**src/tfsb_pkg.sv**
```systemverilog
// Shared types, constants and codes for the triangle flat shade and bounds block.
`timescale 1ns / 1ps
package tfsb_pkg;

  localparam int COORD_W   = 32;
  localparam int COLOR_W   = 16;
  localparam int LIGHT_W   = 16;
  localparam int EDGE_BITS = 24;
  localparam int NORM_BITS = 22;
  localparam int EDGE_W    = EDGE_BITS + 1;
  localparam int NORM_W    = NORM_BITS + 1;
  localparam int PROD_W    = 2 * EDGE_W;
  localparam int CROSS_W   = PROD_W + 1;
  localparam int SQ_W      = 2 * NORM_BITS + 2;
  localparam int ROOT_W    = SQ_W / 2;
  localparam int DOT_W     = NORM_W + LIGHT_W + 2;
  localparam int NUM_W     = DOT_W + 1;
  localparam int Q_W       = COLOR_W + 2;
  localparam int CNT_W     = 5;
  localparam int ADDR_W    = 5;
  localparam int DATA_W    = 32;

  localparam logic [COLOR_W:0] COS_ONE = (COLOR_W+1)'(1) << COLOR_W;

  localparam logic signed [LIGHT_W-1:0] RST_LIGHT_X = 16'sd11484;
  localparam logic signed [LIGHT_W-1:0] RST_LIGHT_Y = -16'sd14764;
  localparam logic signed [LIGHT_W-1:0] RST_LIGHT_Z = 16'sd26905;
  localparam logic [COLOR_W-1:0] RST_AMBIENT = 16'd31457;
  localparam logic [COLOR_W-1:0] RST_DIFFUSE = 16'd27525;
  localparam logic [COLOR_W-1:0] RST_RED     = 16'd47186;
  localparam logic [COLOR_W-1:0] RST_GREEN   = 16'd49807;
  localparam logic [COLOR_W-1:0] RST_BLUE    = 16'd51118;

  typedef enum logic [2:0] {
    REG_LIGHT_X, REG_LIGHT_Y, REG_LIGHT_Z, REG_AMBIENT,
    REG_DIFFUSE, REG_RED, REG_GREEN, REG_BLUE
  } reg_idx_t;

  typedef enum logic [3:0] {
    B_IDLE, B_PROD, B_CROSS, B_FIT, B_SQDOT, B_SQRT, B_DIVSET, B_DIV, B_INTEN, B_COLOR
  } back_state_t;

  typedef struct packed {
    logic signed [COORD_W-1:0] first_x;
    logic signed [COORD_W-1:0] first_y;
    logic signed [COORD_W-1:0] first_z;
    logic signed [COORD_W-1:0] second_x;
    logic signed [COORD_W-1:0] second_y;
    logic signed [COORD_W-1:0] second_z;
    logic signed [COORD_W-1:0] third_x;
    logic signed [COORD_W-1:0] third_y;
    logic signed [COORD_W-1:0] third_z;
    logic                      starts_new_mesh;
  } in_t;

  typedef struct packed {
    logic [COLOR_W-1:0]        shade_red;
    logic [COLOR_W-1:0]        shade_green;
    logic [COLOR_W-1:0]        shade_blue;
    logic signed [COORD_W-1:0] box_min_x;
    logic signed [COORD_W-1:0] box_min_y;
    logic signed [COORD_W-1:0] box_min_z;
    logic signed [COORD_W-1:0] box_max_x;
    logic signed [COORD_W-1:0] box_max_y;
    logic signed [COORD_W-1:0] box_max_z;
  } out_t;

  typedef struct packed {
    logic signed [LIGHT_W-1:0] light_x;
    logic signed [LIGHT_W-1:0] light_y;
    logic signed [LIGHT_W-1:0] light_z;
    logic [COLOR_W-1:0]        ambient;
    logic [COLOR_W-1:0]        diffuse;
    logic [COLOR_W-1:0]        red;
    logic [COLOR_W-1:0]        green;
    logic [COLOR_W-1:0]        blue;
  } cfg_t;

  typedef struct packed {
    logic signed [EDGE_W-1:0] x;
    logic signed [EDGE_W-1:0] y;
    logic signed [EDGE_W-1:0] z;
  } edge_t;

  typedef struct packed {
    edge_t                     e1;
    edge_t                     e2;
    logic signed [COORD_W-1:0] min_x;
    logic signed [COORD_W-1:0] min_y;
    logic signed [COORD_W-1:0] min_z;
    logic signed [COORD_W-1:0] max_x;
    logic signed [COORD_W-1:0] max_y;
    logic signed [COORD_W-1:0] max_z;
  } job_t;

  typedef struct packed {
    logic full;
    logic empty;
  } q_status_t;

endpackage

```
**src/tfsb_front.sv**
```systemverilog
// Front end: takes triangles, updates the running box, forms and scales the edges.
`timescale 1ns / 1ps
module tfsb_front (
  input  logic            clk,
  input  logic            rst_n,
  input  logic            take_i,
  input  tfsb_pkg::in_t   tri_i,
  output tfsb_pkg::job_t  job_o
);
  import tfsb_pkg::*;

  logic signed [COORD_W-1:0] lo_r [3];
  logic signed [COORD_W-1:0] hi_r [3];
  logic                      box_valid_r;
  logic signed [COORD_W-1:0] lo_nxt [3];
  logic signed [COORD_W-1:0] hi_nxt [3];
  logic signed [COORD_W-1:0] va [3];
  logic signed [COORD_W-1:0] vb [3];
  logic signed [COORD_W-1:0] vc [3];

  // common right shift so every edge magnitude drops below 2^EDGE_BITS
  function automatic edge_t fit_edge(input logic signed [COORD_W:0] x,
                                     input logic signed [COORD_W:0] y,
                                     input logic signed [COORD_W:0] z);
    logic [COORD_W:0] mx, my, mz, mm;
    logic [COORD_W:0] sx, sy, sz;
    logic [5:0]       s;
    edge_t            r;
    mx = x[COORD_W] ? -x : x;
    my = y[COORD_W] ? -y : y;
    mz = z[COORD_W] ? -z : z;
    mm = mx;
    if (my > mm) mm = my;
    if (mz > mm) mm = mz;
    s = '0;
    for (int i = EDGE_BITS; i <= COORD_W; i++) begin
      if (mm[i]) s = 6'(i - EDGE_BITS + 1);
    end
    sx = mx >> s;
    sy = my >> s;
    sz = mz >> s;
    r.x = x[COORD_W] ? -$signed({1'b0, sx[EDGE_BITS-1:0]}) : $signed({1'b0, sx[EDGE_BITS-1:0]});
    r.y = y[COORD_W] ? -$signed({1'b0, sy[EDGE_BITS-1:0]}) : $signed({1'b0, sy[EDGE_BITS-1:0]});
    r.z = z[COORD_W] ? -$signed({1'b0, sz[EDGE_BITS-1:0]}) : $signed({1'b0, sz[EDGE_BITS-1:0]});
    return r;
  endfunction

  always_comb begin
    va[0] = tri_i.first_x;  va[1] = tri_i.first_y;  va[2] = tri_i.first_z;
    vb[0] = tri_i.second_x; vb[1] = tri_i.second_y; vb[2] = tri_i.second_z;
    vc[0] = tri_i.third_x;  vc[1] = tri_i.third_y;  vc[2] = tri_i.third_z;
    for (int i = 0; i < 3; i++) begin
      if (tri_i.starts_new_mesh || !box_valid_r) begin
        lo_nxt[i] = va[i];
        hi_nxt[i] = va[i];
      end else begin
        lo_nxt[i] = (va[i] < lo_r[i]) ? va[i] : lo_r[i];
        hi_nxt[i] = (va[i] > hi_r[i]) ? va[i] : hi_r[i];
      end
      if (vb[i] < lo_nxt[i]) lo_nxt[i] = vb[i];
      if (vb[i] > hi_nxt[i]) hi_nxt[i] = vb[i];
      if (vc[i] < lo_nxt[i]) lo_nxt[i] = vc[i];
      if (vc[i] > hi_nxt[i]) hi_nxt[i] = vc[i];
    end
    job_o.e1 = fit_edge((COORD_W+1)'(vb[0]) - (COORD_W+1)'(va[0]),
                        (COORD_W+1)'(vb[1]) - (COORD_W+1)'(va[1]),
                        (COORD_W+1)'(vb[2]) - (COORD_W+1)'(va[2]));
    job_o.e2 = fit_edge((COORD_W+1)'(vc[0]) - (COORD_W+1)'(va[0]),
                        (COORD_W+1)'(vc[1]) - (COORD_W+1)'(va[1]),
                        (COORD_W+1)'(vc[2]) - (COORD_W+1)'(va[2]));
    job_o.min_x = lo_nxt[0]; job_o.min_y = lo_nxt[1]; job_o.min_z = lo_nxt[2];
    job_o.max_x = hi_nxt[0]; job_o.max_y = hi_nxt[1]; job_o.max_z = hi_nxt[2];
  end

  always_ff @(posedge clk) begin
    if (!rst_n) begin
      box_valid_r <= 1'b0;
      for (int i = 0; i < 3; i++) begin
        lo_r[i] <= '0;
        hi_r[i] <= '0;
      end
    end else if (take_i) begin
      box_valid_r <= 1'b1;
      for (int i = 0; i < 3; i++) begin
        lo_r[i] <= lo_nxt[i];
        hi_r[i] <= hi_nxt[i];
      end
    end
  end

endmodule

```
**config.mk**
```make
export PLATFORM = sky130hd
export DESIGN_NAME = tfsb_front
export DESIGN_NICKNAME = d
export VERILOG_FILES = /design/src/tfsb_pkg.sv /design/src/tfsb_front.sv
export SDC_FILE = /design/constraint.sdc
export NUM_CORES = 2
export LEC_CHECK = 0
export ABC_AREA = 1
export BUFFER_PORTS_ARGS = -buffer_cell sky130_fd_sc_hd__buf_4
export CAP_MARGIN = 20
export CORE_ASPECT_RATIO = 0.5
export CORE_MARGIN = 4
export CORE_UTILIZATION = 46
export DETAILED_ROUTE_END_ITERATION = 7
export GPL_TIMING_DRIVEN = 0
export PLACE_DENSITY = 0.68
export SETUP_SLACK_MARGIN = 0.02
export SLEW_MARGIN = 20
export SYNTH_ARGS = -nofsm -noshare
export SYNTH_HDL_FRONTEND = slang
export SYNTH_SLANG_ARGS = --single-unit
export TNS_END_PERCENT = 30
```
**constraint.sdc**
```tcl
create_clock -name clk -period 15 [get_ports clk]
set_input_delay 1.5 -clock clk [delete_from_list [all_inputs] [get_ports clk]]
set_output_delay 1.5 -clock clk [all_outputs]
set_load 0.005 [all_outputs]
```
# After elaboration in Yosys (flattened, before gate mapping)
# Memories as Yosys holds them, arrays and structs flattened.
# Index checks and enable logic that the tools add are counted.
[totals] romBits=0 latchBits=0 wordCells=125 ram_bits=192 memories=2 inputBits=292 reg_bits=1 output_inout_bits=342
[mem_list] name="hi_r" depth=3 word_bits=32 rd=3 rd_clocked_by_memory_dff=0 wr=3 line_no="tfsb_front.sv:13" source="logic signed [COORD_W-1:0] hi_r [3];"
[mem_list] name="lo_r" depth=3 word_bits=32 rd=3 rd_clocked_by_memory_dff=0 wr=3 line_no="tfsb_front.sv:12" source="logic signed [COORD_W-1:0] lo_r [3];"
[op_classes] multipliers=0 eq_ne=0 n_div=0 add_sub_neg=18 bitwise_logic=6 reduce_logical=2 n_shift=6 n_mux=68 n_lt_le_gt_ge=22
[ops] op="$mux 32" count=30
[ops] op="$mux 33" count=10
[ops] op="$gt 32x32->1" count=9
[ops] op="$lt 32x32->1" count=9
[ops] op="$neg 33->33" count=6
[ops] op="$shr 33x6->24" count=6
[ops] op="$sub 32x32->33" count=6
[ops] op="$mux 25" count=6
[ops] op="$neg 24->25" count=6
[ops] op="$gt 33x33->1" count=4
[ops] op="$mux 6" count=16
[ops] op="$mux 1" count=6
[ops] op="$or 1x1->1" count=6
[ops] op="$logic_not 1->1" count=1
[ops] op="$logic_or 1x1->1" count=1

# Depth between registers and ports, before layout
[logic_depth] word_depth=19 depth_mapped=81 mapped_depth_nobuf=78

# Worst setup path after synthesis
# OpenSTA, ideal clock, no wires.
[synth_path] path_type="in2out" start="input tri_i[129] (netlist name)" end="output job_o[291] (netlist name)" arrival_time_ps=10587 setup_slack_ps=2913 required_ps=13500 path_stages=77 cell_sequence="inv_1 > ha_1 > fa_1 > inv_1 > nand3_1 > nand2_1 > nand2_1 > nand2_1 > nand3b_1 > nand2_1 > nand4_1 > nand2_1 > nand2_1 > nand2_1 > buf_2 > clkbuf_1 > clkbuf_1 > nand2_1 > [41 not listed] > nand2_1 > nand2_4 > nand2_8 > nand2_8 > buf_6 > buf_6 > nand2_1 > nand3_1 > nand3_1 > nand2_1 > nor2_2 > ha_1 > nand3_1 > nor2_1 > nand4_1 > nand2_2 > nand2_1 > or2_1"
[synth_lines] element="from (decl)" line_no="tfsb_front.sv:7" source="input tfsb_pkg::in_t tri_i,"
[synth_lines] element="to (decl)" line_no="tfsb_front.sv:8" source="output tfsb_pkg::job_t job_o"

==> results.cfg <==
[grt]
antenna_found_initial = 8
grt_max_degree = 51
grt_pass1_wl_um = 419000
grt_overflow = 0
track_usage = 0.391
grt_pass1_vias = 68850

[sta]
fin_worst_skew_ns = 0.0529
slew_viol_final = 0
fmax_mhz = 69.7
relSlewSlack = 0.104
fin_crit_sh = 0.957
setup_slack_ns = 0.645
setup_viol = 0
hold_viol = 0
period_needed_ns = 14.35
worst_pin_slew_ns = 1.34

[drt]
drtAntennaViolNets = 0
num_vias = 75767
wire_per_inst_um = 22.0
drt_iter0_drc = 10076
drtPass1Iterations = 7
wl_um = 286000
vias_per_cell = 5.84
drc = 0

[yosys]
ys_async_sr_fraction = 0
synth_ff_type = edfxtp_1
synth_area_um2 = 60900
seq_area_frac_synth = 0.0950
synth_cell_types = 75
synth_cells = 10502
synth_edf_count = 192
synthesis.nets = 11699
ys_warn_count = 0
syn_avg_cell_area_um2 = 5.80
synth_seq_cells = 193

[outcome]
outcome = complete, no violations

[flow_run]
max_cap_violations = 0

[clock_network]
clk_latency_ns = 0.57
clock_sinks = 193
cts_buffers = 25
cts.clk_slew.worst_paths_ns = 0.09
holdBufCountCts = 0
cts_tree = yes
htree_levels = 4
clock_path_buffers = 3
cts-root-buf = clkbuf_16

[worst_setup_path]
r2r_end = hi_r[0][31]$_SDFFCE_PN0P_
end_kind = output pin
cp-start-kind = input port
crit_family = simple AND/OR/NAND/NOR gates
r2r-start = hi_r[0][1]$_SDFFCE_PN0P_
rr_worst_depth = 41
worstPathMaxFanout = 10
required_ns = 13.50
critPathMaxStageDelay_ns = 0.62
critical_path.startpoint = tri_i[33]
critical_path_class = input port to output pin
reg2reg_slack_ns = 3.75
cpMaxStageDelayCell = clkbuf_1
cp_common_cell = nand2_1
cp_data_arrival_time_ns = 12.85
worst-path-buf-inv = 16

[placement]
place_area_um2 = 68100
place_ws_ns = -0.321
gp_congestion = 1.08
hpwl_um = 243000
io_buffers = 633

[floorplan]
core_um2 = 131000
start_util = 0.463
die_w_um = 523
fp.dieArea_um2 = 139000
row_count = 94
die_y_um = 265
ioPinCount = 634

[worst_hold_path]
hold_depth = 2
min_to = box_valid_r$_SDFFE_PN0P_
hp-start = box_valid_r$_SDFFE_PN0P_
hp-class = flop to flop

[cells_and_area]
drive_above_1_share = 0.100
syn_to_final_growth_pct = 13.5
nets = 12374
final_cell_area_um2 = 69200
[layer usage]
| layer | up-vias | GRT usage | wire length [µm] |
|---|---|---|---|
| li1 | 36181 | - | - |
| met1 | 34830 | 0.534 | 119000 |
| met2 | 4095 | 0.610 | 121000 |
| met3 | 661 | 0.0746 | 32700 |
| met4 | 0 | 0.149 | 12500 |
| met5 | - | 0 | 0 |
[worst max path at each step]
stage	endpoint	depth (start not counted)	slack [ns]
3_3_place_gp	job_o[306]	70	-0.34
4_1_cts	job_o[291]	78	0.04
3_5_place_dp	job_o[316]	70	-0.32
6_report	job_o[237]	68	0.65
2_1_floorplan	job_o[291]	77	2.91
5_1_grt	job_o[291]	79	-0.004
[metrics by stage]
stage / std cells / TNS (ns) / hold WS [ns] / util
after global routing: 12960 / -0.00421 / 0.495 / 0.526
after CTS: 12951 / 0 / 0.448 / 0.524
after global placement: 12911 / -7.71 / 0.430 / 0.516
after floorplan: 10502 / 0 / 0.422 / -
final: 12967 / 0 / 0.446 / 0.526
after detailed placement: 12918 / -6.40 / 0.436 / 0.518
[kinds of logic (layout without fill, tap and decap cells)]
family / count (synthesis) / in the layout / share of synthesized area
simple gates: 5730 / 5730 / 0.409
buf+inv: 1787 / 2468 / 0.119
compound gates: 1527 / 1527 / 0.138
fa+ha+maj: 905 / 905 / 0.187
xor+xnor: 358 / 358 / 0.0523
flops: 193 / 193 / 0.0950
mux: 2 / 2 / 0.000534
other cells: 0 / 8 / 0
[cells in the mapped netlist (6+ instances only)]
library cell	number	area share
buf_6	30	0.0055
o21ai_2	19	0.0027
o21a_1	18	0.0022
buf_1	10	0.00062
nand4_1	191	0.020
a2111oi_0	14	0.0020
or2_2	22	0.0023
a31oi_1	17	0.0017
nor3_1	96	0.0079
xor2_1	289	0.042
a21o_1	21	0.0026
o21bai_1	22	0.0027
o21ai_1	45	0.0037
nand3_1	1295	0.11
o31ai_1	12	0.0015
nand2_4	11	0.0020
ha_1	899	0.18
buf_4	38	0.0047
clkinv_1	7	0.00043
o21ai_0	705	0.058
o211ai_1	28	0.0035
nor4_1	43	0.0044
o2111ai_1	6	0.00086
nand3_2	24	0.0039
a221oi_1	7	0.0010
a211oi_1	39	0.0048
nor2_4	10	0.0018
a21oi_2	16	0.0023
buf_2	58	0.0048
nor2_1	760	0.047
inv_2	28	0.0017
edfxtp_1	192	0.095
inv_1	1419	0.087
nand3b_1	75	0.0092
nor2_2	51	0.0052
fa_1	6	0.0020
nand2_1	3064	0.19
and2_1	17	0.0017
a21oi_1	517	0.042
xnor2_1	62	0.0089
o221ai_1	19	0.0027
clkbuf_1	189	0.012
nand2_2	46	0.0047
[flip-flops by register name, summed over array words and instances (netlist names)]
| signal | cells |
|---|---|
| hi_r | 96 |
| lo_r | 96 |
| box_valid_r | 1 |
[what timing repair did]
action	in CTS	in global routing
endpoints found under the hold margin	0	0
endpoints found under the setup margin	57	150
gates cloned	0	1
buffers inserted	0	8
resized for setup	11	59
pin swaps	0	4
[layout make-up]
type                    instances  area, µm²
fillers                     14203      62300
multi-input cells            8522      48200
flip-flops and latches        193       5790
inverters                    1456       5480
repair buffers                648       4970
well taps                    1776       2220
plain buffers                 330       1780
clock buffers                  26        629
clock inverters                 7        118
diodes                          8       20.0
repair inverters                1       5.00
[cell usage in the layout (no fill, tap or decap), types with 25 or more instances in the layout]
master,netlist,final
nand2_1,3064,3059
inv_1,1419,1419
nand3_1,1295,1295
ha_1,899,899
nor2_1,760,757
o21ai_0,705,698
buf_4,38,679
a21oi_1,517,516
xor2_1,289,272
edfxtp_1,192,192
nand4_1,191,191
clkbuf_1,189,175
nor3_1,96,95
nand3b_1,75,75
buf_2,58,57
xnor2_1,62,56
nor2_2,51,54
o21ai_1,45,50
nand2_2,46,48
nor4_1,43,42
a211oi_1,39,39
buf_6,30,30
inv_2,28,28
o211ai_1,28,28
clkbuf_16,0,25
[tightest hold or removal path, delay by kind of cell (launching register included)]
kind,cells,cell delay (ns)
flops,1,0.32
simple gates,2,0.09
Power is not shown: default switching activity piles up to over one toggle a cycle in this logic, so the estimate is an artifact.
