### config.mk
export PLATFORM = sky130hd
export DESIGN_NAME = tfsb_queue
export DESIGN_NICKNAME = d
export VERILOG_FILES = /design/src/tfsb_pkg.sv /design/src/tfsb_queue.sv
export SDC_FILE = /design/constraint.sdc
export NUM_CORES = 1
export LEC_CHECK = 0
export BUFFER_PORTS_ARGS = -buffer_cell sky130_fd_sc_hd__clkbuf_2
export CORE_AREA = 2 2 265 267
export CTS_CLUSTER_DIAMETER = 80
export CTS_CLUSTER_SIZE = 14
export DETAILED_ROUTE_END_ITERATION = 7
export DIE_AREA = 0 0 267 269
export HOLD_SLACK_MARGIN = 0.1
export PLACE_DENSITY = 0.65
export SLEW_MARGIN = 15
export SYNTH_ARGS = -nofsm -noshare
export SYNTH_HDL_FRONTEND = slang
export SYNTH_SLANG_ARGS = --single-unit
### constraint.sdc
create_clock -name clk -period 24 [get_ports clk]
set_input_delay 1.2 -clock clk [delete_from_list [all_inputs] [get_ports clk]]
set_output_delay 1.2 -clock clk [all_outputs]
set_load 0.02 [all_outputs]
### src/tfsb_pkg.sv
// Shared types, constants and codes for the triangle flat shade and bounds block.
`timescale 1ns / 1ps
package tfsb_pkg;

  localparam int COORD_W   = 32;
  localparam int COLOR_W   = 16;
  localparam int LIGHT_W   = 16;
  localparam int EDGE_BITS = 24;
  localparam int NORM_BITS = 22;
  localparam int EDGE_W    = EDGE_BITS + 1;
  localparam int NORM_W    = NORM_BITS + 1;
  localparam int PROD_W    = 2 * EDGE_W;
  localparam int CROSS_W   = PROD_W + 1;
  localparam int SQ_W      = 2 * NORM_BITS + 2;
  localparam int ROOT_W    = SQ_W / 2;
  localparam int DOT_W     = NORM_W + LIGHT_W + 2;
  localparam int NUM_W     = DOT_W + 1;
  localparam int Q_W       = COLOR_W + 2;
  localparam int CNT_W     = 5;
  localparam int ADDR_W    = 5;
  localparam int DATA_W    = 32;

  localparam logic [COLOR_W:0] COS_ONE = (COLOR_W+1)'(1) << COLOR_W;

  localparam logic signed [LIGHT_W-1:0] RST_LIGHT_X = 16'sd11484;
  localparam logic signed [LIGHT_W-1:0] RST_LIGHT_Y = -16'sd14764;
  localparam logic signed [LIGHT_W-1:0] RST_LIGHT_Z = 16'sd26905;
  localparam logic [COLOR_W-1:0] RST_AMBIENT = 16'd31457;
  localparam logic [COLOR_W-1:0] RST_DIFFUSE = 16'd27525;
  localparam logic [COLOR_W-1:0] RST_RED     = 16'd47186;
  localparam logic [COLOR_W-1:0] RST_GREEN   = 16'd49807;
  localparam logic [COLOR_W-1:0] RST_BLUE    = 16'd51118;

  typedef enum logic [2:0] {
    REG_LIGHT_X, REG_LIGHT_Y, REG_LIGHT_Z, REG_AMBIENT,
    REG_DIFFUSE, REG_RED, REG_GREEN, REG_BLUE
  } reg_idx_t;

  typedef enum logic [3:0] {
    B_IDLE, B_PROD, B_CROSS, B_FIT, B_SQDOT, B_SQRT, B_DIVSET, B_DIV, B_INTEN, B_COLOR
  } back_state_t;

  typedef struct packed {
    logic signed [COORD_W-1:0] first_x;
    logic signed [COORD_W-1:0] first_y;
    logic signed [COORD_W-1:0] first_z;
    logic signed [COORD_W-1:0] second_x;
    logic signed [COORD_W-1:0] second_y;
    logic signed [COORD_W-1:0] second_z;
    logic signed [COORD_W-1:0] third_x;
    logic signed [COORD_W-1:0] third_y;
    logic signed [COORD_W-1:0] third_z;
    logic                      starts_new_mesh;
  } in_t;

  typedef struct packed {
    logic [COLOR_W-1:0]        shade_red;
    logic [COLOR_W-1:0]        shade_green;
    logic [COLOR_W-1:0]        shade_blue;
    logic signed [COORD_W-1:0] box_min_x;
    logic signed [COORD_W-1:0] box_min_y;
    logic signed [COORD_W-1:0] box_min_z;
    logic signed [COORD_W-1:0] box_max_x;
    logic signed [COORD_W-1:0] box_max_y;
    logic signed [COORD_W-1:0] box_max_z;
  } out_t;

  typedef struct packed {
    logic signed [LIGHT_W-1:0] light_x;
    logic signed [LIGHT_W-1:0] light_y;
    logic signed [LIGHT_W-1:0] light_z;
    logic [COLOR_W-1:0]        ambient;
    logic [COLOR_W-1:0]        diffuse;
    logic [COLOR_W-1:0]        red;
    logic [COLOR_W-1:0]        green;
    logic [COLOR_W-1:0]        blue;
  } cfg_t;

  typedef struct packed {
    logic signed [EDGE_W-1:0] x;
    logic signed [EDGE_W-1:0] y;
    logic signed [EDGE_W-1:0] z;
  } edge_t;

  typedef struct packed {
    edge_t                     e1;
    edge_t                     e2;
    logic signed [COORD_W-1:0] min_x;
    logic signed [COORD_W-1:0] min_y;
    logic signed [COORD_W-1:0] min_z;
    logic signed [COORD_W-1:0] max_x;
    logic signed [COORD_W-1:0] max_y;
    logic signed [COORD_W-1:0] max_z;
  } job_t;

  typedef struct packed {
    logic full;
    logic empty;
  } q_status_t;

endpackage

### src/tfsb_queue.sv
// Two-entry queue of jobs between front and back.
`timescale 1ns / 1ps
module tfsb_queue (
  input  logic                clk,
  input  logic                rst_n,
  input  logic                push_i,
  input  tfsb_pkg::job_t      job_i,
  input  logic                pop_i,
  output tfsb_pkg::job_t      job_o,
  output tfsb_pkg::q_status_t stat_o
);
  import tfsb_pkg::*;

  job_t       mem_r [2];
  logic       wr_ptr_r;
  logic       rd_ptr_r;
  logic [1:0] count_r;

  always_ff @(posedge clk) begin
    if (push_i) mem_r[wr_ptr_r] <= job_i;
  end

  always_ff @(posedge clk) begin
    if (!rst_n) begin
      wr_ptr_r <= 1'b0;
      rd_ptr_r <= 1'b0;
      count_r  <= '0;
    end else begin
      if (push_i) wr_ptr_r <= ~wr_ptr_r;
      if (pop_i)  rd_ptr_r <= ~rd_ptr_r;
      count_r <= count_r + 2'(push_i) - 2'(pop_i);
    end
  end

  assign job_o        = mem_r[rd_ptr_r];
  assign stat_o.full  = (count_r == 2'd2);
  assign stat_o.empty = (count_r == 2'd0);

endmodule

* Yosys cells after proc, flatten, opt, wreduce, memory -nomap -nowiden
Memory sizes are Yosys's and may differ from the RTL's. A register that Yosys moved wholly into a read port is not among the register bits.
Cells that the tools add are included.
** Cells by class
- Reduce and logical (&&, ||, !) cells :: 1
- Muxes and demuxes :: 4
- Bitwise operators :: 2
- Add/subtract/negate cells :: 2
- Equal/unequal tests :: 1
** Operators with widths (number)
- 1-bit two-way mux :: 4
- 2-bit by 1-bit adder with 2-bit output :: 1
- 2-bit == test (second input constant) :: 1
- 2-bit zero test :: 1
- 1-bit inverter :: 2
- 2-bit by 1-bit subtractor with 2-bit output :: 1
** Storage, ports and cells
- Logic and storage cells :: 14
- Memory bits (writable) :: 684
- Output and inout bits :: 344
- Input port bits :: 346
- Register bits after elaboration :: 4
- Memories kept :: 1
** Memories
- mem_r :: words 2, width 342, rd ports 1, clocked after Yosys merged registers in 1, write ports 1, line tfsb_queue.sv:14 : job_t mem_r [2];

* Depth between registers and ports, before layout
Gate-level depths: netlist of the first run.
- Depth after elaboration :: 3
- Mapped depth :: 6
- Gate-level depth less buffers :: 6

* Worst setup path before layout of the first run
No wires, ideal clock.
- Path kind :: input to register
- From :: in push_i
- To :: reg wr_ptr_r
- Slack :: 6.882 ns
- Arrival :: 16.989 ns
- Setup time :: 0.129 ns
- Path buffers :: 0
- Cell stages on the path :: 2
- Data required time :: 23.871 ns
- Path through :: nor2b_1 > o21a_1
** RTL lines
- start: declaration :: line tfsb_queue.sv:6 : input logic push_i,
- end signal: assignment :: line tfsb_queue.sv:29 : if (push_i) wr_ptr_r <= ~wr_ptr_r;
- end: declaration :: line tfsb_queue.sv:15 : logic wr_ptr_r;

==> results of run 1 <==
==> synth_stat cells <==
cell and n:
and2_1 4, buf_2 6, buf_6 32, dfxtp_1 5, edfxtp_1 684, ha_1 2, inv_1 2, mux2_2 342
nor2_1 1, nor2b_1 4, o21a_1 1, xnor3_1 1, xor2_1 1
==> critical path: stages (launching register included) <==
cell and delay, ps:
dfxtp_4 720, buf_4 730, buf_4 820, mux2_2 420, clkbuf_2 160
==> per-layer routing <==
layer,vias to the layer above,share of wire,routed length [um],global-route usage
met5,-,0.00023,13,0
met4,2,0.035,1957,0.05846
met3,111,0.090,5053,0.05397
met2,497,0.52,29060,0.2637
met1,6291,0.36,20000,0.1582
li1,5763,-,-,-
==> sequential cells by signal (all words and copies together), names as in the netlist, named ones only <==
signal	count
count_r	2
rd_ptr_r	1
wr_ptr_r	1
mem_r	684
==> stage by stage <==
stage	setup slack [ps]	total power, W
6_report	19210	0.002533
5_1_grt	18970	0.002626
4_1_cts	19120	0.002564
3_5_place_dp	19220	0.001756
3_3_place_gp	19270	0.001750
2_1_floorplan	6882	0.001660
==> path summary, 6_finish.rpt <==
| check | startpoint | endpoint | cells past startpoint |
|---|---|---|---|
| setup reg to reg | wr_ptr_r | mem_r[0][119] | 4 |
| hold / removal | rd_ptr_r | rd_ptr_r | 2 |
| hold reg to reg | rd_ptr_r | rd_ptr_r | 2 |
| setup / recovery | flop | job_o[181] | 4 |
==> where the power goes <==
part	internal [W]	switching, W
logic	0.000123	0.000193
clock network	0.000420	0.000387
registers	0.00139	0.0000176
==> layout make-up <==
cell class	instances	area [um^2]
tap	940	1176
clock inverter	5	57.56
fill	6043	38440
clock buffer	67	1443
antenna	3	7.507
multi-input combinational	356	3979
inverter	2	7.507
sequential	689	20640
timing repair buffer	701	3551
==> logic make-up (layout without fill, tap and decap cells) <==
family	count (synthesis)	in the layout	share of synthesized area
buf+inv	40	775	0.01591
simple gates	9	9	0.002151
mux	342	342	0.1540
compound gates	1	1	0.0003003
xor+xnor	2	2	0.001251
other cells	0	3	0
fa+ha+maj	2	2	0.001001
flops	689	689	0.8254
==> impl_metrics.py, run 1 <==
metrics = {
    "layout": {
        "nets": 2154,
        "final_cell_mix": "clkbuf_2, edfxtp_1, mux2_2, clkbuf_16",
        "mostFrequentLayoutCell": "clkbuf_2",
        "final_core_util": 0.4454,
        "final_cells": 2763,
        "fin_area_um2": 30860,
        "areaGrowthSynthToFinish_pct": 23.43,
        "layout-drive-gt1-share": 0.6082,
    },
    "drt": {
        "dr_total_vias": 12660,
        "drc_errors": 0,
        "wirelength_um": 56090,
        "final_antenna_net_count": 0,
        "drtIter0Drc": 832,
        "via_per_inst": 4.583,
        "routedWlPerCell_um": 20.30,
        "first_pass_iters": 4,
    },
    "floorplan": {
        "dieArea_um2": 71820,
        "die_h_um": 269,
        "pin_count": 690,
        "die_w_um": 267,
        "fp-row-count": 97,
        "start_util": 0.3608,
        "core_area_um2": 69300,
    },
    "logic_synthesis": {
        "syn_avg_cell_area_um2": 23.05,
        "yosys.area.top_type": "edfxtp_1",
        "synthCells": 1085,
        "yosysSeqAreaShare": 0.8254,
        "synth_warnings": 0,
        "synth_top_area_frac": 0.8214,
        "synth_cell_types": 13,
        "synth_area_leaders": "edfxtp_1, mux2_2, buf_6, dfxtp_1, buf_2",
        "synth-seq-cells": 689,
        "syn_nets": 1433,
        "syn_area_um2": 25010,
    },
    "sta": {
        "min_period_over_period": 0.1996,
        "finalCriticalPeriod_ps": 4791,
        "setup_viol": 0,
        "rsz0062_at_grt": "no",
        "slew_violations": 0,
        "tightest_slew_ps": 1262,
        "slew_headroom": 0.1586,
        "hold_viol": 0,
        "tns_ps": 0,
        "finalHoldWorstSlack_ps": 598.0,
        "fmaxAchievable_mhz": 208.7,
        "fin_skew_ps": 21.10,
    },
    "placed_design": {
        "io_buffer_count": 689,
        "place.gp.congestion": 0.8852,
        "dp_hpwl_um": 40320,
        "post_dp_cell_area_um2": 29360,
        "placed_cells": 2688,
    },
    "clock_network": {
        "clk_latency_ps": 590,
        "clock_sinks": 689,
        "cts-root-buf": "clkbuf_16",
        "numCtsBuffers": 56,
        "cts_resized": 0,
        "cts_tree": "done",
        "post_cts_buffers": 0,
        "clk_path_buf_depth": 3,
        "ctsHoldBuffers": 0,
        "htree_num_levels": 2,
        "path_clk_slew_ps": 60,
    },
    "power": {
        "leakagePower_nw": 11.46,
        "ir_worst_vdd_mv": 0.05798,
        "powerDensity_nw_per_um2": 82.08,
    },
    "global_route": {
        "track_usage": 0.1475,
        "grt_pass1_vias": 13320,
        "grt_first_pass_wirelength_um": 79640,
        "antenna_found_initial": 1,
        "grt_overflow": 0,
        "grt_start_max_net_pins": 166,
    },
    "outcome": {
        "outcome": "finished, final reports clean",
    },
    "min_path": {
        "hp-class": "reg2reg",
    },
    "critical_path": {
        "crit_path_end_kind": "primary output",
        "regToRegSetupSlack_ps": 20350,
        "start_kind": "flop",
        "crit_fanout": 74,
        "path_class": "reg2out",
        "cp.required_ps": 22800,
        "worstPathArrival_ps": 3590,
    },
    "flow_run": {
        "max-cap-violations": 0,
    },
}
(Power assumes the default switching activity.)
==> inputs of run 2 (changes only) <==
==> constraint.sdc (replaced) <==
create_clock -name clk -period 4.9 [get_ports clk]
set_input_delay 0.245 -clock clk [delete_from_list [all_inputs] [get_ports clk]]
set_output_delay 0.245 -clock clk [all_outputs]
set_load 0.02 [all_outputs]
==> impl_metrics.py, run 2 (same netlist as run 1, synthesis figures left out) <==
metrics = {
    "clock_network": {
        "htree_num_levels": 2,
        "cts-root-buf": "clkbuf_16",
        "clk_latency_ps": 590,
        "post_cts_buffers": 0,
        "clk_path_buf_depth": 3,
        "numCtsBuffers": 55,
        "clock_sinks": 689,
        "ctsHoldBuffers": 346,
        "path_clk_slew_ps": 70,
        "cts_tree": "done",
        "cts_resized": 0,
    },
    "drt": {
        "first_pass_iters": 4,
        "wl_met1_um": 21560,
        "routed-wl-met2_um": 31180,
        "wirelength_um": 59740,
        "via_per_inst": 4.567,
        "dr_total_vias": 14230,
        "drc_errors": 0,
        "drtIter0Drc": 776,
        "final_antenna_net_count": 0,
        "dr.max_layer_used": "met5",
        "wl_met3_um": 4437,
        "routedWlPerCell_um": 19.18,
    },
    "min_path": {
        "hp-class": "in2reg",
        "hp-start": "job_i[178]",
        "hold_depth": 2,
        "min_to": "mem_r[1][178]",
    },
    "power": {
        "powerDensity_nw_per_um2": 367.6,
        "p_clk_frac": 0.312,
        "p_sw_w": 0.002979,
        "comb_power_share": 0.143,
        "power.total_w": 0.01266,
        "p_seq_frac": 0.546,
        "leakagePower_nw": 12.97,
        "p_sw_frac": 0.2353,
        "p_int_w": 0.009684,
        "ir_worst_vdd_mv": 0.2699,
    },
    "layout": {
        "nets": 2508,
        "areaGrowthSynthToFinish_pct": 37.76,
        "fillers": 5657,
        "top_regs": "mem_r: 684 flops, count_r: 2 flops",
        "final_core_util": 0.4971,
        "final_cell_mix": "clkbuf_2, edfxtp_1, dlygate4sd3_1, mux2_2, clkbuf_16",
        "multi_input_area_um2": 3979,
        "regMostFlops": "mem_r",
        "mostFrequentLayoutCell": "clkbuf_2",
        "fin_area_um2": 34450,
        "regArea_um2": 20640,
        "largest_reg_flops": 684,
        "layout-drive-gt1-share": 0.5127,
    },
    "placed_design": {
        "post_dp_cell_area_um2": 29500,
        "io_buffer_count": 689,
        "place.gp.congestion": 0.8195,
        "dp_hpwl_um": 39910,
    },
    "critical_path": {
        "regToRegSetupSlack_ps": 2760,
        "crit_fanout": 93,
        "cp.required_ps": 4660,
        "worstPathArrival_ps": 2670,
        "path_class": "reg2out",
        "crit_path_end_kind": "primary output",
        "reg2reg_from": "wr_ptr_r",
        "reg2reg_to": "mem_r[1][265]",
        "r2r_cells": 2,
        "start_kind": "flop",
    },
    "floorplan": {
        "fp-row-count": 97,
        "die_w_um": 267,
        "core_area_um2": 69300,
        "dieArea_um2": 71820,
        "start_util": 0.3608,
        "die_h_um": 269,
        "pin_count": 690,
    },
    "sta": {
        "setup_viol": 0,
        "slew_headroom": 0.4720,
        "fmaxAchievable_mhz": 343.6,
        "rsz0062_at_grt": "no",
        "slew_violations": 0,
        "min_period_over_period": 0.5940,
        "tightest_slew_ps": 792.0,
        "finalCriticalPeriod_ps": 2911,
        "fin_skew_ps": 23.57,
        "tns_ps": 0,
        "hold_viol": 0,
    },
    "outcome": {
        "outcome": "finished, final reports clean",
    },
    "global_route": {
        "antenna_found_initial": 3,
        "grt_first_pass_wirelength_um": 87120,
        "grt_start_max_net_pins": 114,
        "grt_pass1_vias": 15560,
        "grt_overflow": 0,
        "track_usage": 0.1582,
    },
    "flow_run": {
        "max-cap-violations": 0,
    },
}
==> run 2: how the worst max path moves through the flow <==
| stage | from | endpoint | slack, ps | depth (start not counted) |
|---|---|---|---|---|
| floorplan | wr_ptr_r | mem_r[0][0] | -900 | 1 |
| global placement | flop | job_o[45] | 2600 | 3 |
| detailed placement | flop | job_o[45] | 2570 | 3 |
| CTS | flop | job_o[45] | 1900 | 3 |
| global route | flop | job_o[179] | 1820 | 3 |
| finish | flop | job_o[45] | 1990 | 3 |
==> run 2: final cells by class <==
type	instances	share of cell area
clock buffers	68	0.04260
repair buffers	1056	0.2078
multi-input cells	356	0.1155
diodes	2	0.0001453
flip-flops and latches	689	0.5993
inverters	2	0.0002179
clock inverters	2	0.0003632
well taps	940	0.03414
==> run 2: critical path: stages, from the launching register on <==
cell and delay [ps]:
dfxtp_4 870, buf_12 480, mux2_2 430, clkbuf_2 170
==> run 2: power groups by stage <==
stage               Combinational [W]  Clock, W  Sequential [W]
floorplan                     0.00100         0         0.00704
global placement              0.00155         0         0.00702
detailed placement            0.00157         0         0.00704
CTS                           0.00182   0.00407         0.00691
global route                  0.00192   0.00426         0.00693
finish                        0.00181   0.00395         0.00691
==> run 2: per-layer routing <==
layer	up-vias	track usage
met2	576	0.2877
met1	7032	0.1689
met4	2	0.07379
li1	6468	-
met5	-	0
met3	147	0.04612
==> run 2: metrics by stage <==
step                      hold slack, ps  setup WS (ps)  std cells
after floorplan                    343.9         -901.8       1085
after global placement             434.7           2603       2697
after detailed placement           437.1           2567       2697
after CTS                          327.4           1898       3113
after global routing               347.2           1818       3115
final                              381.6           1989       3115
==> inputs of run 3 (changes only) <==
--- a/config.mk
+++ b/config.mk
@@ -6,11 +6,11 @@
 export NUM_CORES = 1
 export LEC_CHECK = 0
 export BUFFER_PORTS_ARGS = -buffer_cell sky130_fd_sc_hd__clkbuf_2
-export CORE_AREA = 2 2 265 267
+export CORE_AREA = 2 2 271 273
 export CTS_CLUSTER_DIAMETER = 80
 export CTS_CLUSTER_SIZE = 14
 export DETAILED_ROUTE_END_ITERATION = 7
-export DIE_AREA = 0 0 267 269
+export DIE_AREA = 0 0 273 275
 export HOLD_SLACK_MARGIN = 0.1
 export PLACE_DENSITY = 0.65
 export SLEW_MARGIN = 15
==> constraint.sdc (replaced) <==
create_clock -name clk -period 2.6 [get_ports clk]
set_input_delay 0.13 -clock clk [delete_from_list [all_inputs] [get_ports clk]]
set_output_delay 0.13 -clock clk [all_outputs]
set_load 0.02 [all_outputs]
==> impl_metrics.py, run 3 (same netlist as run 1, synthesis figures left out) <==
metrics = {
    "sta": {
        "fmaxAchievable_mhz": 429.2,
        "fin_skew_ps": 16.42,
        "finalCriticalPeriod_ps": 2330,
        "slew_headroom": 0.5864,
        "min_period_over_period": 0.8961,
        "rsz0062_at_grt": "no",
        "hold_viol": 0,
        "slew_violations": 0,
        "setup_viol": 0,
        "tightest_slew_ps": 620.4,
        "tns_ps": 0,
        "finalHoldWorstSlack_ps": 255.3,
    },
    "global_route": {
        "grt_first_pass_wirelength_um": 86790,
        "grt_start_max_net_pins": 84,
        "grt_pass1_vias": 15350,
        "track_usage": 0.1502,
        "antenna_found_initial": 6,
        "grt_overflow": 0,
    },
    "clock_network": {
        "cts_resized": 0,
        "path_clk_slew_ps": 70,
        "numCtsBuffers": 56,
        "clk_path_buf_depth": 3,
        "post_cts_buffers": 0,
        "clk_latency_ps": 590,
        "ctsHoldBuffers": 346,
        "cts_tree": "done",
        "clock_sinks": 689,
        "htree_num_levels": 2,
        "cts-root-buf": "clkbuf_16",
    },
    "critical_path": {
        "cp.required_ps": 2470,
        "worstPathArrival_ps": 2200,
        "start_kind": "flop",
        "regToRegSetupSlack_ps": 860,
        "crit_fanout": 38,
        "crit_path_end_kind": "primary output",
        "reg2reg_to": "mem_r[1][311]",
        "path_class": "reg2out",
        "r2r_cells": 2,
        "reg2reg_from": "wr_ptr_r",
    },
    "layout": {
        "final_cell_mix": "clkbuf_2, edfxtp_1, dlygate4sd3_1, mux2_2, clkbuf_16",
        "nets": 2533,
        "top_regs": "mem_r: 684 flops, count_r: 2 flops",
        "mostFrequentLayoutCell": "clkbuf_2",
        "layout-drive-gt1-share": 0.5198,
        "regMostFlops": "mem_r",
        "largest_reg_flops": 684,
        "areaGrowthSynthToFinish_pct": 39.11,
    },
    "placed_design": {
        "place.gp.congestion": 0.8684,
        "io_buffer_count": 689,
        "dp_hpwl_um": 41120,
    },
    "power": {
        "powerDensity_nw_per_um2": 690.8,
        "comb_power_share": 0.146,
        "p_clk_frac": 0.313,
        "p_int_w": 0.01836,
        "leakagePower_nw": 13.15,
        "p_seq_frac": 0.540,
        "p_sw_frac": 0.2359,
        "ir_worst_vdd_mv": 0.5837,
        "p_sw_w": 0.005669,
    },
    "floorplan": {
        "core_area_um2": 72340,
        "die_w_um": 273,
        "fp-row-count": 99,
        "die_h_um": 275,
        "pin_count": 690,
        "start_util": 0.3457,
        "dieArea_um2": 75080,
    },
    "min_path": {
        "hp-start": "job_i[152]",
        "hold_depth": 2,
        "hp-class": "in2reg",
        "min_to": "mem_r[0][152]",
    },
    "drt": {
        "drc_errors": 0,
        "via_per_inst": 4.498,
        "first_pass_iters": 5,
        "dr_total_vias": 14220,
        "drtIter0Drc": 798,
        "wirelength_um": 59990,
        "final_antenna_net_count": 0,
        "routedWlPerCell_um": 18.97,
    },
    "flow_run": {
        "max-cap-violations": 0,
    },
    "outcome": {
        "outcome": "finished, final reports clean",
    },
}
-- run 3: stage by stage --
step / utilization / instances / setup slack [ps] / instance area, um^2 / power (W)
2_1_floorplan: - / 1085 / -3202 / 25020 / 0.01515
3_3_place_gp: 0.4118 / 2740 / 824.4 / 29790 / 0.01624
3_5_place_dp: 0.4118 / 2740 / 803.9 / 29790 / 0.01631
4_1_cts: 0.4808 / 3160 / 226.7 / 34780 / 0.02428
5_1_grt: 0.4808 / 3161 / 160.3 / 34780 / 0.02492
6_report: 0.4809 / 3162 / 270.1 / 34790 / 0.02403
-- run 3: routing by layer --
metal  vias up  wire [um]  share of wire  global-route usage
met4         8       1782          0.030             0.05191
met2       557      31960           0.53              0.2822
met1      7016      21650           0.36              0.1598
met5         -         40        0.00067                   0
li1       6525          -              -                   -
met3       117       4559          0.076             0.04390
-- run 3: power by group through the flow --
| stage | registers [W] | logic (W) | clock network, W |
|---|---|---|---|
| after floorplan | 0.0133 | 0.00189 | 0 |
| after global placement | 0.0132 | 0.00304 | 0 |
| after detailed placement | 0.0132 | 0.00308 | 0 |
| after CTS | 0.0130 | 0.00354 | 0.00775 |
| after global routing | 0.0130 | 0.00371 | 0.00818 |
| final | 0.0130 | 0.00352 | 0.00753 |
-- run 3: layout make-up --
type | count | area [um^2]
Antenna cell | 2 | 5.005
Clock buffer | 68 | 1478
Clock inverter | 6 | 47.55
Fill cell | 5972 | 37550
Inverter | 2 | 7.507
Multi-Input combinational cell | 356 | 3979
Sequential cell | 689 | 20640
Tap cell | 959 | 1200
Timing Repair Buffer | 1080 | 7425
-- run 3: worst max-delay path, cell delays in order (launching register included) --
cell	delay [ps]
dfxtp_4	500
buf_12	230
buf_12	250
mux2_2	390
clkbuf_2	160
-- run 3: worst max path at each step --
stage             start             to  slack, ps  depth (start not counted)
4_1_cts            flop      job_o[67]        230                          4
3_3_place_gp   wr_ptr_r  mem_r[1][264]        820                          2
6_report           flop     job_o[276]        270                          4
2_1_floorplan  wr_ptr_r    mem_r[0][0]      -3200                          1
5_1_grt            flop     job_o[276]        160                          4
3_5_place_dp   wr_ptr_r  mem_r[1][330]        800                          2
